**config.mk**
```make
export PLATFORM = sky130hd
export DESIGN_NAME = stale_tip_watchdog_top
export DESIGN_NICKNAME = d
export VERILOG_FILES = /design/src/sv/stw_pkg.sv /design/src/sv/stw_queue.sv /design/src/sv/stw_front.sv /design/src/sv/stw_back.sv /design/src/sv/stale_tip_watchdog_top.sv
export SDC_FILE = /design/constraint.sdc
export NUM_CORES = 1
export LEC_CHECK = 0
export ABC_CLOCK_PERIOD_IN_PS = 37500
export BUFFER_PORTS_ARGS = -buffer_cell sky130_fd_sc_hd__buf_4
export CORE_ASPECT_RATIO = 1.25
export CORE_MARGIN = 2
export CORE_UTILIZATION = 55
export DETAILED_ROUTE_END_ITERATION = 7
export PLACE_DENSITY = 0.74
export SLEW_MARGIN = 30
export SYNTH_ARGS = -nofsm -noshare
export SYNTH_HDL_FRONTEND = slang
export SYNTH_HIERARCHICAL = 1
export SYNTH_SLANG_ARGS = --single-unit
```
**constraint.sdc**
```tcl
create_clock -name clk -period 37.5 [get_ports clk]
set_input_delay 9.375 -clock clk [delete_from_list [all_inputs] [get_ports clk]]
set_output_delay 9.375 -clock clk [all_outputs]
set_load 0.005 [all_outputs]
```
**src/sv/stw_pkg.sv**
```systemverilog
// Shared types and constants for the stale tip watchdog.
`timescale 1ns / 1ps

package stw_pkg;

  localparam int TIME_BITS_DEF = 40;
  localparam int THR_W         = 40;
  localparam int BINT_W        = 20;
  localparam int HEIGHT_IN_W   = 31;
  localparam int HEIGHT_W      = 32;
  localparam int COUNT_W       = 16;
  localparam int SEC_W         = 40;
  localparam int MISSED_W      = 32;
  localparam int CFG_IDX_W     = 2;
  localparam int QUEUE_DEPTH   = 2;

  localparam logic [THR_W-1:0]    STALE_THRESHOLD_RST = THR_W'(1800);
  localparam logic [THR_W-1:0]    CHECK_SPACING_RST   = THR_W'(300);
  localparam logic [BINT_W-1:0]   BLOCK_SPACING_RST   = BINT_W'(600);
  localparam logic [HEIGHT_W-1:0] HEIGHT_NONE         = '1;
  localparam logic [COUNT_W-1:0]  COUNT_MAX           = '1;

  typedef enum logic [1:0] {
    CMD_CHAIN_UPDATE = 2'd0,
    CMD_BLOCK        = 2'd1,
    CMD_CHECK        = 2'd2,
    CMD_CLEAR        = 2'd3
  } stw_cmd_t;

  typedef enum logic [CFG_IDX_W-1:0] {
    REG_STALE_THRESHOLD = 2'd0,
    REG_CHECK_SPACING   = 2'd1,
    REG_BLOCK_SPACING   = 2'd2
  } stw_reg_t;

  typedef struct packed {
    logic               stale;
    logic               fired;
    logic [COUNT_W-1:0] count;
  } stw_flags_t;

  localparam int FLAGS_W = $bits(stw_flags_t);

endpackage

```
**src/sv/stw_queue.sv**
```systemverilog
// Small flop-based FIFO between the front and back parts.
`timescale 1ns / 1ps

module stw_queue
  import stw_pkg::*;
#(
  parameter int WIDTH = 8,
  parameter int DEPTH = QUEUE_DEPTH
) (
  input  logic             clk,
  input  logic             rst,
  input  logic             push_valid,
  output logic             push_ready,
  input  logic [WIDTH-1:0] push_data,
  output logic             pop_valid,
  input  logic             pop_ready,
  output logic [WIDTH-1:0] pop_data
);

  localparam int PW = (DEPTH > 1) ? $clog2(DEPTH) : 1;
  localparam int CW = $clog2(DEPTH + 1);

  logic [WIDTH-1:0] mem [DEPTH];
  logic [PW-1:0]    wr_ptr;
  logic [PW-1:0]    rd_ptr;
  logic [CW-1:0]    fill;
  logic             do_push;
  logic             do_pop;

  assign push_ready = fill != CW'(DEPTH);
  assign pop_valid  = fill != '0;
  assign pop_data   = mem[rd_ptr];
  assign do_push    = push_valid && push_ready;
  assign do_pop     = pop_valid && pop_ready;

  always_ff @(posedge clk) begin
    if (do_push) begin
      mem[wr_ptr] <= push_data;
    end
    if (rst) begin
      wr_ptr <= '0;
      rd_ptr <= '0;
      fill   <= '0;
    end else begin
      if (do_push) begin
        wr_ptr <= (wr_ptr == PW'(DEPTH - 1)) ? '0 : wr_ptr + 1'b1;
      end
      if (do_pop) begin
        rd_ptr <= (rd_ptr == PW'(DEPTH - 1)) ? '0 : rd_ptr + 1'b1;
      end
      if (do_push && !do_pop) begin
        fill <= fill + 1'b1;
      end else if (do_pop && !do_push) begin
        fill <= fill - 1'b1;
      end
    end
  end

endmodule

```
**src/sv/stw_front.sv**
```systemverilog
// Front part: accepts events, updates watchdog state, classifies staleness.
`timescale 1ns / 1ps

module stw_front
  import stw_pkg::*;
#(
  parameter int TIME_BITS = TIME_BITS_DEF
) (
  input  logic                   clk,
  input  logic                   rst,
  input  logic                   in_valid,
  output logic                   in_ready,
  input  logic [1:0]             cmd,
  input  logic [TIME_BITS-1:0]   now,
  input  logic [HEIGHT_IN_W-1:0] new_height,
  input  logic [TIME_BITS-1:0]   header_time,
  input  logic [THR_W-1:0]       stale_threshold,
  input  logic [THR_W-1:0]       check_spacing,
  output logic                   push_valid,
  input  logic                   push_ready,
  output stw_flags_t             push_flags,
  output logic [TIME_BITS-1:0]   push_elapsed
);

  typedef enum logic [1:0] {
    ST_IDLE,
    ST_EXEC,
    ST_PUSH
  } state_t;

  state_t                 state;
  stw_cmd_t               cmd_q;
  logic [TIME_BITS-1:0]   now_q;
  logic [HEIGHT_IN_W-1:0] height_q;
  logic [TIME_BITS-1:0]   tip_q;
  logic                   fired;

  logic [TIME_BITS-1:0]   last_block_time;
  logic [TIME_BITS-1:0]   stored_tip_time;
  logic [HEIGHT_W-1:0]    stored_height;
  logic [TIME_BITS-1:0]   last_check_time;
  logic [COUNT_W-1:0]     stale_counter;

  logic [TIME_BITS:0]     since;
  logic [TIME_BITS:0]     age;
  logic [TIME_BITS:0]     chk_diff;
  logic                   since_gt;
  logic                   age_gt;
  logic                   stale_now;
  logic                   limited;
  logic                   advanced;

  // signed differences, one extra bit for the sign
  assign since    = {1'b0, now_q} - {1'b0, last_block_time};
  assign age      = {1'b0, now_q} - {1'b0, stored_tip_time};
  assign chk_diff = {1'b0, now_q} - {1'b0, last_check_time};

  assign since_gt  = !since[TIME_BITS] && (64'(since[TIME_BITS-1:0]) > 64'(stale_threshold));
  assign age_gt    = !age[TIME_BITS] && (64'(age[TIME_BITS-1:0]) > 64'(stale_threshold));
  assign stale_now = !stored_height[HEIGHT_W-1] && (last_block_time != '0) && since_gt && age_gt;
  assign limited   = (last_check_time != '0) &&
                     (chk_diff[TIME_BITS] ||
                      (64'(chk_diff[TIME_BITS-1:0]) < 64'(check_spacing)));
  assign advanced  = $signed({1'b0, height_q}) > $signed(stored_height);

  assign in_ready         = state == ST_IDLE;
  assign push_valid       = state == ST_PUSH;
  assign push_flags.stale = stale_now;
  assign push_flags.fired = fired;
  assign push_flags.count = stale_counter;
  assign push_elapsed     = ((last_block_time == '0) || since[TIME_BITS] || (since == '0))
                            ? '0 : since[TIME_BITS-1:0];

  always_ff @(posedge clk) begin
    if (rst) begin
      state           <= ST_IDLE;
      fired           <= 1'b0;
      last_block_time <= '0;
      stored_tip_time <= '0;
      stored_height   <= HEIGHT_NONE;
      last_check_time <= '0;
      stale_counter   <= '0;
    end else begin
      case (state)
        ST_IDLE: begin
          if (in_valid) begin
            cmd_q    <= stw_cmd_t'(cmd);
            now_q    <= now;
            height_q <= new_height;
            tip_q    <= header_time;
            state    <= ST_EXEC;
          end
        end
        ST_EXEC: begin
          fired <= 1'b0;
          case (cmd_q)
            CMD_CHAIN_UPDATE: begin
              stored_height   <= HEIGHT_W'(height_q);
              stored_tip_time <= tip_q;
              if (last_block_time == '0 || advanced) begin
                last_block_time <= now_q;
              end
              if (advanced) begin
                stale_counter <= '0;
              end
            end
            CMD_BLOCK: begin
              last_block_time <= now_q;
              stale_counter   <= '0;
            end
            CMD_CHECK: begin
              if (stale_now && !limited) begin
                last_check_time <= now_q;
                fired           <= 1'b1;
                if (stale_counter != COUNT_MAX) begin
                  stale_counter <= stale_counter + 1'b1;
                end
              end
            end
            default: begin
              last_block_time <= '0;
              stored_tip_time <= '0;
              stored_height   <= HEIGHT_NONE;
              last_check_time <= '0;
              stale_counter   <= '0;
            end
          endcase
          state <= ST_PUSH;
        end
        ST_PUSH: begin
          if (push_ready) begin
            state <= ST_IDLE;
          end
        end
        default: begin
          state <= ST_IDLE;
        end
      endcase
    end
  end

endmodule

```
**src/sv/stw_back.sv**
```systemverilog
// Back part: radix-2 divider for the missed block estimate and the result register.
`timescale 1ns / 1ps

module stw_back
  import stw_pkg::*;
#(
  parameter int TIME_BITS = TIME_BITS_DEF
) (
  input  logic                 clk,
  input  logic                 rst,
  input  logic                 pop_valid,
  output logic                 pop_ready,
  input  stw_flags_t           pop_flags,
  input  logic [TIME_BITS-1:0] pop_elapsed,
  input  logic [BINT_W-1:0]    block_spacing,
  output logic                 out_valid,
  input  logic                 out_ready,
  output logic                 stale,
  output logic                 more_peers_needed,
  output logic [COUNT_W-1:0]   stale_count,
  output logic [SEC_W-1:0]     seconds_since_block,
  output logic [MISSED_W-1:0]  missed_blocks
);

  localparam int SW = $clog2(TIME_BITS + 1);

  typedef enum logic [1:0] {
    B_IDLE,
    B_DIV,
    B_OUT
  } state_t;

  state_t               state;
  logic [SW-1:0]        step;
  logic [TIME_BITS-1:0] dq;
  logic [BINT_W-1:0]    rem;

  logic [BINT_W:0]      rem_shift;
  logic                 ge;
  logic [BINT_W-1:0]    rem_next;
  logic [TIME_BITS-1:0] dq_next;
  logic [63:0]          q_ext;
  logic [63:0]          e_ext;

  assign rem_shift = {rem, dq[TIME_BITS-1]};
  assign ge        = rem_shift >= {1'b0, block_spacing};
  assign rem_next  = ge ? BINT_W'(rem_shift - {1'b0, block_spacing}) : rem_shift[BINT_W-1:0];
  assign dq_next   = {dq[TIME_BITS-2:0], ge};
  assign q_ext     = 64'(dq_next);
  assign e_ext     = 64'(pop_elapsed);

  assign pop_ready = state == B_IDLE;
  assign out_valid = state == B_OUT;

  always_ff @(posedge clk) begin
    if (rst) begin
      state <= B_IDLE;
      step  <= '0;
    end else begin
      case (state)
        B_IDLE: begin
          if (pop_valid) begin
            stale               <= pop_flags.stale;
            more_peers_needed   <= pop_flags.fired;
            stale_count         <= pop_flags.count;
            seconds_since_block <= (|e_ext[63:SEC_W]) ? '1 : e_ext[SEC_W-1:0];
            dq                  <= pop_elapsed;
            rem                 <= '0;
            step                <= SW'(TIME_BITS);
            if (block_spacing == '0 || pop_elapsed == '0) begin
              missed_blocks <= '0;
              state         <= B_OUT;
            end else begin
              state <= B_DIV;
            end
          end
        end
        B_DIV: begin
          dq   <= dq_next;
          rem  <= rem_next;
          step <= step - 1'b1;
          if (step == SW'(1)) begin
            missed_blocks <= (|q_ext[63:MISSED_W]) ? '1 : q_ext[MISSED_W-1:0];
            state         <= B_OUT;
          end
        end
        B_OUT: begin
          if (out_ready) begin
            state <= B_IDLE;
          end
        end
        default: begin
          state <= B_IDLE;
        end
      endcase
    end
  end

endmodule

```
**src/sv/stale_tip_watchdog_top.sv**
```systemverilog
// Stale tip watchdog top level: configuration registers, front, queue and back.
// The back part divides the elapsed time by the block interval one quotient bit per
// cycle and takes no new result until the current one is taken at the output; a zero
// interval or zero elapsed skips the divide. The front part handles one event at a
// time: accept, state update, then classify and push, waiting while the queue is full.
// Synchronous reset returns watchdog state and registers to defaults at once.
`timescale 1ns / 1ps

module stale_tip_watchdog_top
  import stw_pkg::*;
#(
  parameter int TIME_BITS = TIME_BITS_DEF
) (
  input  logic                   clk,
  input  logic                   rst,
  input  logic                   in_valid,
  output logic                   in_ready,
  input  logic [1:0]             cmd,
  input  logic [TIME_BITS-1:0]   now,
  input  logic [HEIGHT_IN_W-1:0] new_height,
  input  logic [TIME_BITS-1:0]   header_time,
  output logic                   out_valid,
  input  logic                   out_ready,
  output logic                   stale,
  output logic                   more_peers_needed,
  output logic [COUNT_W-1:0]     stale_count,
  output logic [SEC_W-1:0]       seconds_since_block,
  output logic [MISSED_W-1:0]    missed_blocks,
  input  logic                   cfg_we,
  input  logic [CFG_IDX_W-1:0]   cfg_index,
  input  logic [THR_W-1:0]       cfg_data
);

  localparam int QW = FLAGS_W + TIME_BITS;

  logic [THR_W-1:0]     stale_threshold;
  logic [THR_W-1:0]     check_spacing;
  logic [BINT_W-1:0]    block_spacing;

  logic                 push_valid;
  logic                 push_ready;
  stw_flags_t           push_flags;
  logic [TIME_BITS-1:0] push_elapsed;
  logic                 pop_valid;
  logic                 pop_ready;
  logic [QW-1:0]        pop_data;
  stw_flags_t           pop_flags;
  logic [TIME_BITS-1:0] pop_elapsed;

  always_ff @(posedge clk) begin
    if (rst) begin
      stale_threshold <= STALE_THRESHOLD_RST;
      check_spacing   <= CHECK_SPACING_RST;
      block_spacing   <= BLOCK_SPACING_RST;
    end else if (cfg_we) begin
      case (stw_reg_t'(cfg_index))
        REG_STALE_THRESHOLD: stale_threshold <= cfg_data;
        REG_CHECK_SPACING:   check_spacing   <= cfg_data;
        REG_BLOCK_SPACING:   block_spacing   <= cfg_data[BINT_W-1:0];
        default: ;
      endcase
    end
  end

  stw_front #(
    .TIME_BITS(TIME_BITS)
  ) u_front (
    .clk             (clk),
    .rst             (rst),
    .in_valid        (in_valid),
    .in_ready        (in_ready),
    .cmd             (cmd),
    .now             (now),
    .new_height      (new_height),
    .header_time     (header_time),
    .stale_threshold (stale_threshold),
    .check_spacing   (check_spacing),
    .push_valid      (push_valid),
    .push_ready      (push_ready),
    .push_flags      (push_flags),
    .push_elapsed    (push_elapsed)
  );

  stw_queue #(
    .WIDTH (QW),
    .DEPTH (QUEUE_DEPTH)
  ) u_queue (
    .clk        (clk),
    .rst        (rst),
    .push_valid (push_valid),
    .push_ready (push_ready),
    .push_data  ({push_flags, push_elapsed}),
    .pop_valid  (pop_valid),
    .pop_ready  (pop_ready),
    .pop_data   (pop_data)
  );

  assign pop_flags   = pop_data[QW-1:TIME_BITS];
  assign pop_elapsed = pop_data[TIME_BITS-1:0];

  stw_back #(
    .TIME_BITS(TIME_BITS)
  ) u_back (
    .clk                 (clk),
    .rst                 (rst),
    .pop_valid           (pop_valid),
    .pop_ready           (pop_ready),
    .pop_flags           (pop_flags),
    .pop_elapsed         (pop_elapsed),
    .block_spacing       (block_spacing),
    .out_valid           (out_valid),
    .out_ready           (out_ready),
    .stale               (stale),
    .more_peers_needed   (more_peers_needed),
    .stale_count         (stale_count),
    .seconds_since_block (seconds_since_block),
    .missed_blocks       (missed_blocks)
  );

endmodule

```
# --- Word-level counts from Yosys, hierarchy flattened ---
# Memory sizes are Yosys's and may differ from the RTL's. A register that Yosys moved wholly into a read port is not among the register bits.
# Index checks and enable logic that the tools add are counted.
totals:
  mem_bits_rw: 116
  out_inout_bits: 92
  memories: 1
  ff_bits: 546
  input_bits: 160
  wordCells: 160
mem_list:
  columns: ["name", "words", "width", "read_ports", "rd_clocked_by_memory_dff", "write_ports", "line", "source"]
  rows:
  - ["u_queue.mem", 2, 58, 1, 1, 1, "stw_queue.sv:23", "logic [WIDTH-1:0] mem [DEPTH];"]
op_classes:
  n_lt_le_gt_ge: 5
  eq_ne: 21
  addsub: 10
  reduce_logical: 52
  bitwise: 4
  n_mux: 41
ops:
  columns: ["operator", "count"]
  rows:
  - ["case mux 40 bit (2 select lines)", 3]
  - ["two-way mux 40 bit", 4]
  - ["two-way mux 32 bit", 4]
  - ["case mux 32 bit (2 select lines)", 2]
  - ["subtractor 40 x 40 -> 41 bit", 3]
  - ["case mux 40 bit (3 select lines)", 1]
  - ["> comparator 40 bit", 2]
  - ["logical NOT 40 bit", 2]
  - ["nonzero test 40 bit", 2]
  - ["two-way mux 16 bit", 3]
  - ["logical NOT 41 bit", 1]
  - ["< comparator 40 bit", 1]
  - ["two-way mux 20 bit", 2]
  - ["case mux 20 bit (2 select lines)", 1]
  - ["> comparator 32 bit", 1]
  - ["case mux 16 bit (2 select lines)", 1]
  - ["greater-or-equal comparator 21 x 20 -> 1 bit", 1]
  - ["logical NOT 20 bit", 1]
  - ["subtractor 20 bit", 1]
  - ["AND reduction 3 bit", 6]
  - ["adder 16 x 1 -> 16 bit, second input constant", 1]
  - ["two-way mux 2 bit", 8]
  - ["!= test 16 bit, second input constant", 1]
  - ["!= test 2 x 1 -> 1 bit, second input constant", 8]
  - ["23 further kinds", 73]

# --- Depth between registers and ports, before layout ---
logic_depth:
  ltp_word: 8
  ltp_mapped: 27
  mapped_depth_nobuf: 25

# --- Cells and area by module ---
# Netlist, hierarchy kept.
by_module_without_submodules:
  columns: ["mod", "instances", "cells_per_inst", "area_each_um2", "seq_area_each_um2"]
  rows:
  - ["stw_front", 1, 2400, 20447.1, 6816.5]
  - ["stw_back", 1, 589, 7044.3, 4664.5]
  - ["stw_queue", 1, 204, 4404.2, 3583.4]
  - ["stale_tip_watchdog_top", 1, 381, 4078.9, 2001.9]

# --- Least setup slack after synthesis ---
# OpenSTA, ideal clock, no wires.
synth_timing:
  path_kind: "input-to-reg"
  startpoint: "input rst"
  endpoint: "register u_front.cmd_q[0], enable pin"
  t_arrival_ns: 21.322
  t_required_ns: 36.599
  n_path_buf: 2
  stages: 3
  path_slack_ns: 15.276
  setup_ns: 0.901
  cell_sequence: "clkbuf_1 clkbuf_1 nor4b_1"
synth_between:
  elab_chain_len: 2
synth_rtl:
  columns: ["element", "line", "source"]
  rows:
  - ["start: declaration", "stale_tip_watchdog_top.sv:15", "input logic rst,"]
  - ["inverter 1 bit (no source line)", null, null]
  - ["AND reduction 3 bit (no source line)", null, null]
  - ["end signal: assignment", "stw_front.sv:87", "cmd_q <= stw_cmd_t'(cmd);"]
  - ["end: declaration", "stw_front.sv:32", "stw_cmd_t cmd_q;"]
# No other way between the ends.
# A chain may end at the register's enable or synchronous reset.

# --- Worst setup path after layout ---
layout_timing:
  startpoint: "input rst"
  endpoint: "register u_front.now_q[10], enable pin"
layout_between:
  elab_chain_len: 2
layout_rtl:
  columns: ["element", "line", "source"]
  rows:
  - ["inverter 1 bit (no source line)", null, null]
  - ["AND reduction 3 bit (no source line)", null, null]
  - ["end signal: assignment", "stw_front.sv:88", "now_q <= now;"]
  - ["end: declaration", "stw_front.sv:33", "logic [TIME_BITS-1:0] now_q;"]
# No other way between the ends.

==> flow_metrics.py <==
metrics = {
    "outcome": {
        "run_status": "finished, final reports clean",
    },
    "critical_path": {
        "regToRegStartpoint": "u_front/now_q[7]$_DFFE_PP_",
        "worstPathMaxFanout": 115,
        "critPathLaunchType": "input port",
        "criticalPathCategory": "input port to flop",
        "reg2regPathDepth": 23,
        "worstSetupStartpoint": "rst",
        "reg2reg_to": "u_front/last_check_time[23]$_SDFFE_PP0P_",
        "worst-endpoint-arrival_ns": 11.70,
        "worstPathRequired_ns": 37.75,
        "cp-end-kind": "flop",
        "worst_setup_path_endpoint": "u_front/now_q[10]$_DFFE_PP_",
        "reg2reg_slack_ns": 29.20,
    },
    "logic_synthesis": {
        "synth_cell_type_count": 83,
        "synth-async-reset-ratio": 0,
        "syn-cell-area_um2": 36000,
        "synth_enable_flop_cells": 379,
        "mappedNetlistNets": 4035,
        "synth_seq_cells": 663,
        "dominantRegCellSynth": "sky130_fd_sc_hd__edfxtp_1",
        "synth.largest_area_cell": "sky130_fd_sc_hd__edfxtp_1",
        "yosysWarningCount": 6,
        "syn_inst": 3574,
        "postSynthAreaPerCell_um2": 10.1,
        "yosysTopAreaCellShare": 0.316,
        "synth.area.top_cells": "sky130_fd_sc_hd__edfxtp_1 32%, sky130_fd_sc_hd__dfxtp_1 16%, sky130_fd_sc_hd__ha_1 10%, sky130_fd_sc_hd__nand2_1 4.6%, sky130_fd_sc_hd__a21oi_1 3.7%",
        "synth_seq_area_share": 0.474,
    },
    "detailed_routing": {
        "vias_per_cell": 5.69,
        "wl_per_cell_um": 19.2,
        "starting_drc_count_in_detailed_routing": 2041,
        "firstDrtPassIters": 6,
        "detailroute.via_count": 26742,
        "totalWireLength_um": 90200,
        "drc": 0,
        "antenna_violating_nets_post_route": 0,
    },
    "clocking": {
        "number_of_buffers_added_to_fix_hold_violations_after_cts": 0,
        "cts.path.max_buffers": 3,
        "cts-resized-gates": 0,
        "ctsHtreeMaxLevel": 3,
        "cts_made_buffers": 70,
        "clock-sinks": 663,
        "ctsRootBufferMaster": "sky130_fd_sc_hd__clkbuf_16",
        "clkLatencyLatePin_ns": 0.62,
        "tritoncts": "done",
        "cts_setup_buffers": 0,
        "clk_transition_reported_paths_ns": 0.06,
    },
    "timing": {
        "hold_violations": 0,
        "setup_tns_ns": 0,
        "timing_worst_slew_pin_value_ns": 0.896,
        "finalSetupViolCount": 0,
        "finalCriticalPeriod_ns": 11.45,
        "rsz0062_at_grt": "no",
        "timing.final.crit_share": 0.305,
        "fmaxAchievable_ghz": 0.0873,
        "maxSlewHeadroom": 0.397,
        "fin_skew_ns": 0.0217,
        "max_slew_violation_total_from_the_final_report": 0,
    },
    "floorplanning": {
        "design.portCount": 252,
        "rows": 104,
        "die_w_um": 233,
        "start_util": 0.557,
        "die_area_um2": 67500,
        "floorplan.die.height_um": 290,
        "core_region_area_um2": 64500,
    },
    "final_layout": {
        "final_core_util": 0.635,
        "antenna-diode-count": 0,
        "post_route_cells_drive_above_1_share": 0.140,
        "synthToLayoutAreaGrowth_pct": 14.0,
        "final_cell_mix": "439 x sky130_fd_sc_hd__nand2_1, 379 x sky130_fd_sc_hd__edfxtp_1, 332 x sky130_fd_sc_hd__inv_1",
        "fillerInstances": 5361,
        "regArea_um2": 17100,
        "finalNetCount": 4251,
        "multiInputGateArea_um2": 17100,
        "mostFrequentLayoutCell": "sky130_fd_sc_hd__nand2_1",
    },
    "job": {
        "timing.max_cap.violations": 0,
    },
    "worst_hold_path": {
        "timing.hold.worst.class": "flop to flop",
    },
    "global_routing": {
        "groute.usage.overall": 0.266,
        "overflow": 0,
        "first_global_vias": 25548,
        "grt_antenna_before_repair": 1,
        "grt_max_degree": 116,
        "wire_length_of_the_first_global_routing_pass_um": 141000,
    },
    "power": {
        "leakagePower_nw": 16.4,
        "worst_ir_drop_vdd_mv": 0.0386,
        "power_per_cell_area_nw_per_um2": 50.3,
    },
    "placed_design": {
        "weighted_congestion_reported_at_the_end_of_routability_driven_placement": 0.932,
        "post-dp-hpwl_um": 67400,
        "port_buffers": 251,
    },
}
per-stage QoR:
step | setup slack [ns] | total power, mW | cell area (um2) | hold WS [ns] | std cells
3_3_place_gp | 25.37 | 1.35 | 38600 | 0.443 | 4564
6_report | 26.05 | 2.06 | 41000 | 0.454 | 4696
4_1_cts | 26.01 | 2.08 | 41000 | 0.455 | 4696
2_1_floorplan | 15.28 | 1.22 | 36000 | 0.420 | 3574
3_5_place_dp | 25.36 | 1.36 | 38600 | 0.447 | 4566
5_1_grt | 25.88 | 2.17 | 41000 | 0.465 | 4696
power breakdown:
part | total, mW | leakage [nW] | internal [mW] | switching (mW)
sequential | 0.895 | 5.83 | 0.861 | 0.0342
clock | 0.716 | 1.15 | 0.420 | 0.296
combinational | 0.453 | 9.46 | 0.180 | 0.272
routing by layer:
| metal | GRT usage | wire [um] | vias up |
|---|---|---|---|
| li1 | - | - | 13152 |
| met1 | 0.345 | 38500 | 12667 |
| met2 | 0.453 | 43800 | 792 |
| met3 | 0.0365 | 4730 | 129 |
| met4 | 0.0952 | 3190 | 2 |
| met5 | 0 | 14 | - |
worst min-delay path by stage:
| stage | start | to | cells past startpoint |
|---|---|---|---|
| 2_1_floorplan | u_front/stale_counter[3]$_SDFFE_PP0P_ | u_queue/mem[0][43]$_DFFE_PP_ | 0 |
| 3_3_place_gp | u_front/stored_tip_time[26]$_SDFFE_PP0P_ | u_front/stored_tip_time[26]$_SDFFE_PP0P_ | 2 |
| 3_5_place_dp | u_front/stored_tip_time[24]$_SDFFE_PP0P_ | u_front/stored_tip_time[24]$_SDFFE_PP0P_ | 2 |
| 4_1_cts | u_front/stored_tip_time[24]$_SDFFE_PP0P_ | u_front/stored_tip_time[24]$_SDFFE_PP0P_ | 2 |
| 5_1_grt | u_front/stored_tip_time[24]$_SDFFE_PP0P_ | u_front/stored_tip_time[24]$_SDFFE_PP0P_ | 2 |
| 6_report | u_front/stored_tip_time[24]$_SDFFE_PP0P_ | u_front/stored_tip_time[24]$_SDFFE_PP0P_ | 2 |
final cells by class:
type	count	share of cell area
Multi-Input combinational cell	2444	0.418
Sequential cell	663	0.416
Timing Repair Buffer	277	0.0512
Clock buffer	93	0.0476
Inverter	334	0.0306
Tap cell	848	0.0259
Clock inverter	37	0.0107
logic make-up after synthesis:
| logic type | count (synthesis) | share of synthesized area |
|---|---|---|
| simple gates | 1107 | 0.153 |
| compound gates | 737 | 0.134 |
| flops | 663 | 0.474 |
| buf+inv | 467 | 0.0523 |
| fa+ha+maj | 301 | 0.106 |
| mux | 172 | 0.0499 |
| xor+xnor | 127 | 0.0309 |
worst max-delay path, cell delays in order:
cell and delay, ns:
sky130_fd_sc_hd__buf_6 0.25, sky130_fd_sc_hd__buf_4 0.35, sky130_fd_sc_hd__nor4b_2 0.25, sky130_fd_sc_hd__buf_4 0.51
sky130_fd_sc_hd__buf_4 0.77
registers in the layout, summed over array words and instances, names as in the netlist, 16 cells and up, named ones only:
| name | count |
|---|---|
| block_spacing | 20 |
| u_front/stored_height | 32 |
| u_back/rem | 20 |
| u_back/dq | 40 |
| u_front/tip_q | 40 |
| u_queue/mem | 116 |
| u_front/height_q | 31 |
| u_front/last_check_time | 40 |
| u_front/stored_tip_time | 40 |
| stale_threshold | 40 |
| u_back/missed_blocks | 32 |
| u_front/now_q | 40 |
| check_spacing | 40 |
| u_back/stale_count | 16 |
| u_front/stale_counter | 16 |
| u_front/last_block_time | 40 |
| u_back/seconds_since_block | 40 |
Yosys cell counts, drive strengths merged (9+ instances only):
cell / instances
xor2: 50
buf: 48
o211ai: 50
and2: 10
or3b: 40
nand3: 49
a31o: 15
dfxtp: 284
mux2: 59
a21oi: 266
o21a: 22
o21ai: 102
edfxtp: 379
and4: 10
a211o: 9
a2111oi: 12
a211oi: 24
ha: 297
nor4: 45
xnor2: 77
nand2b: 149
mux2i: 113
nand4: 51
a21o: 79
inv: 334
and3: 30
nor2b: 36
nor2: 170
clkbuf: 85
a22o: 40
o21bai: 28
a31oi: 23
nor3: 39
nand2: 439
No activity file was read; power rests on OpenSTA's default activity.
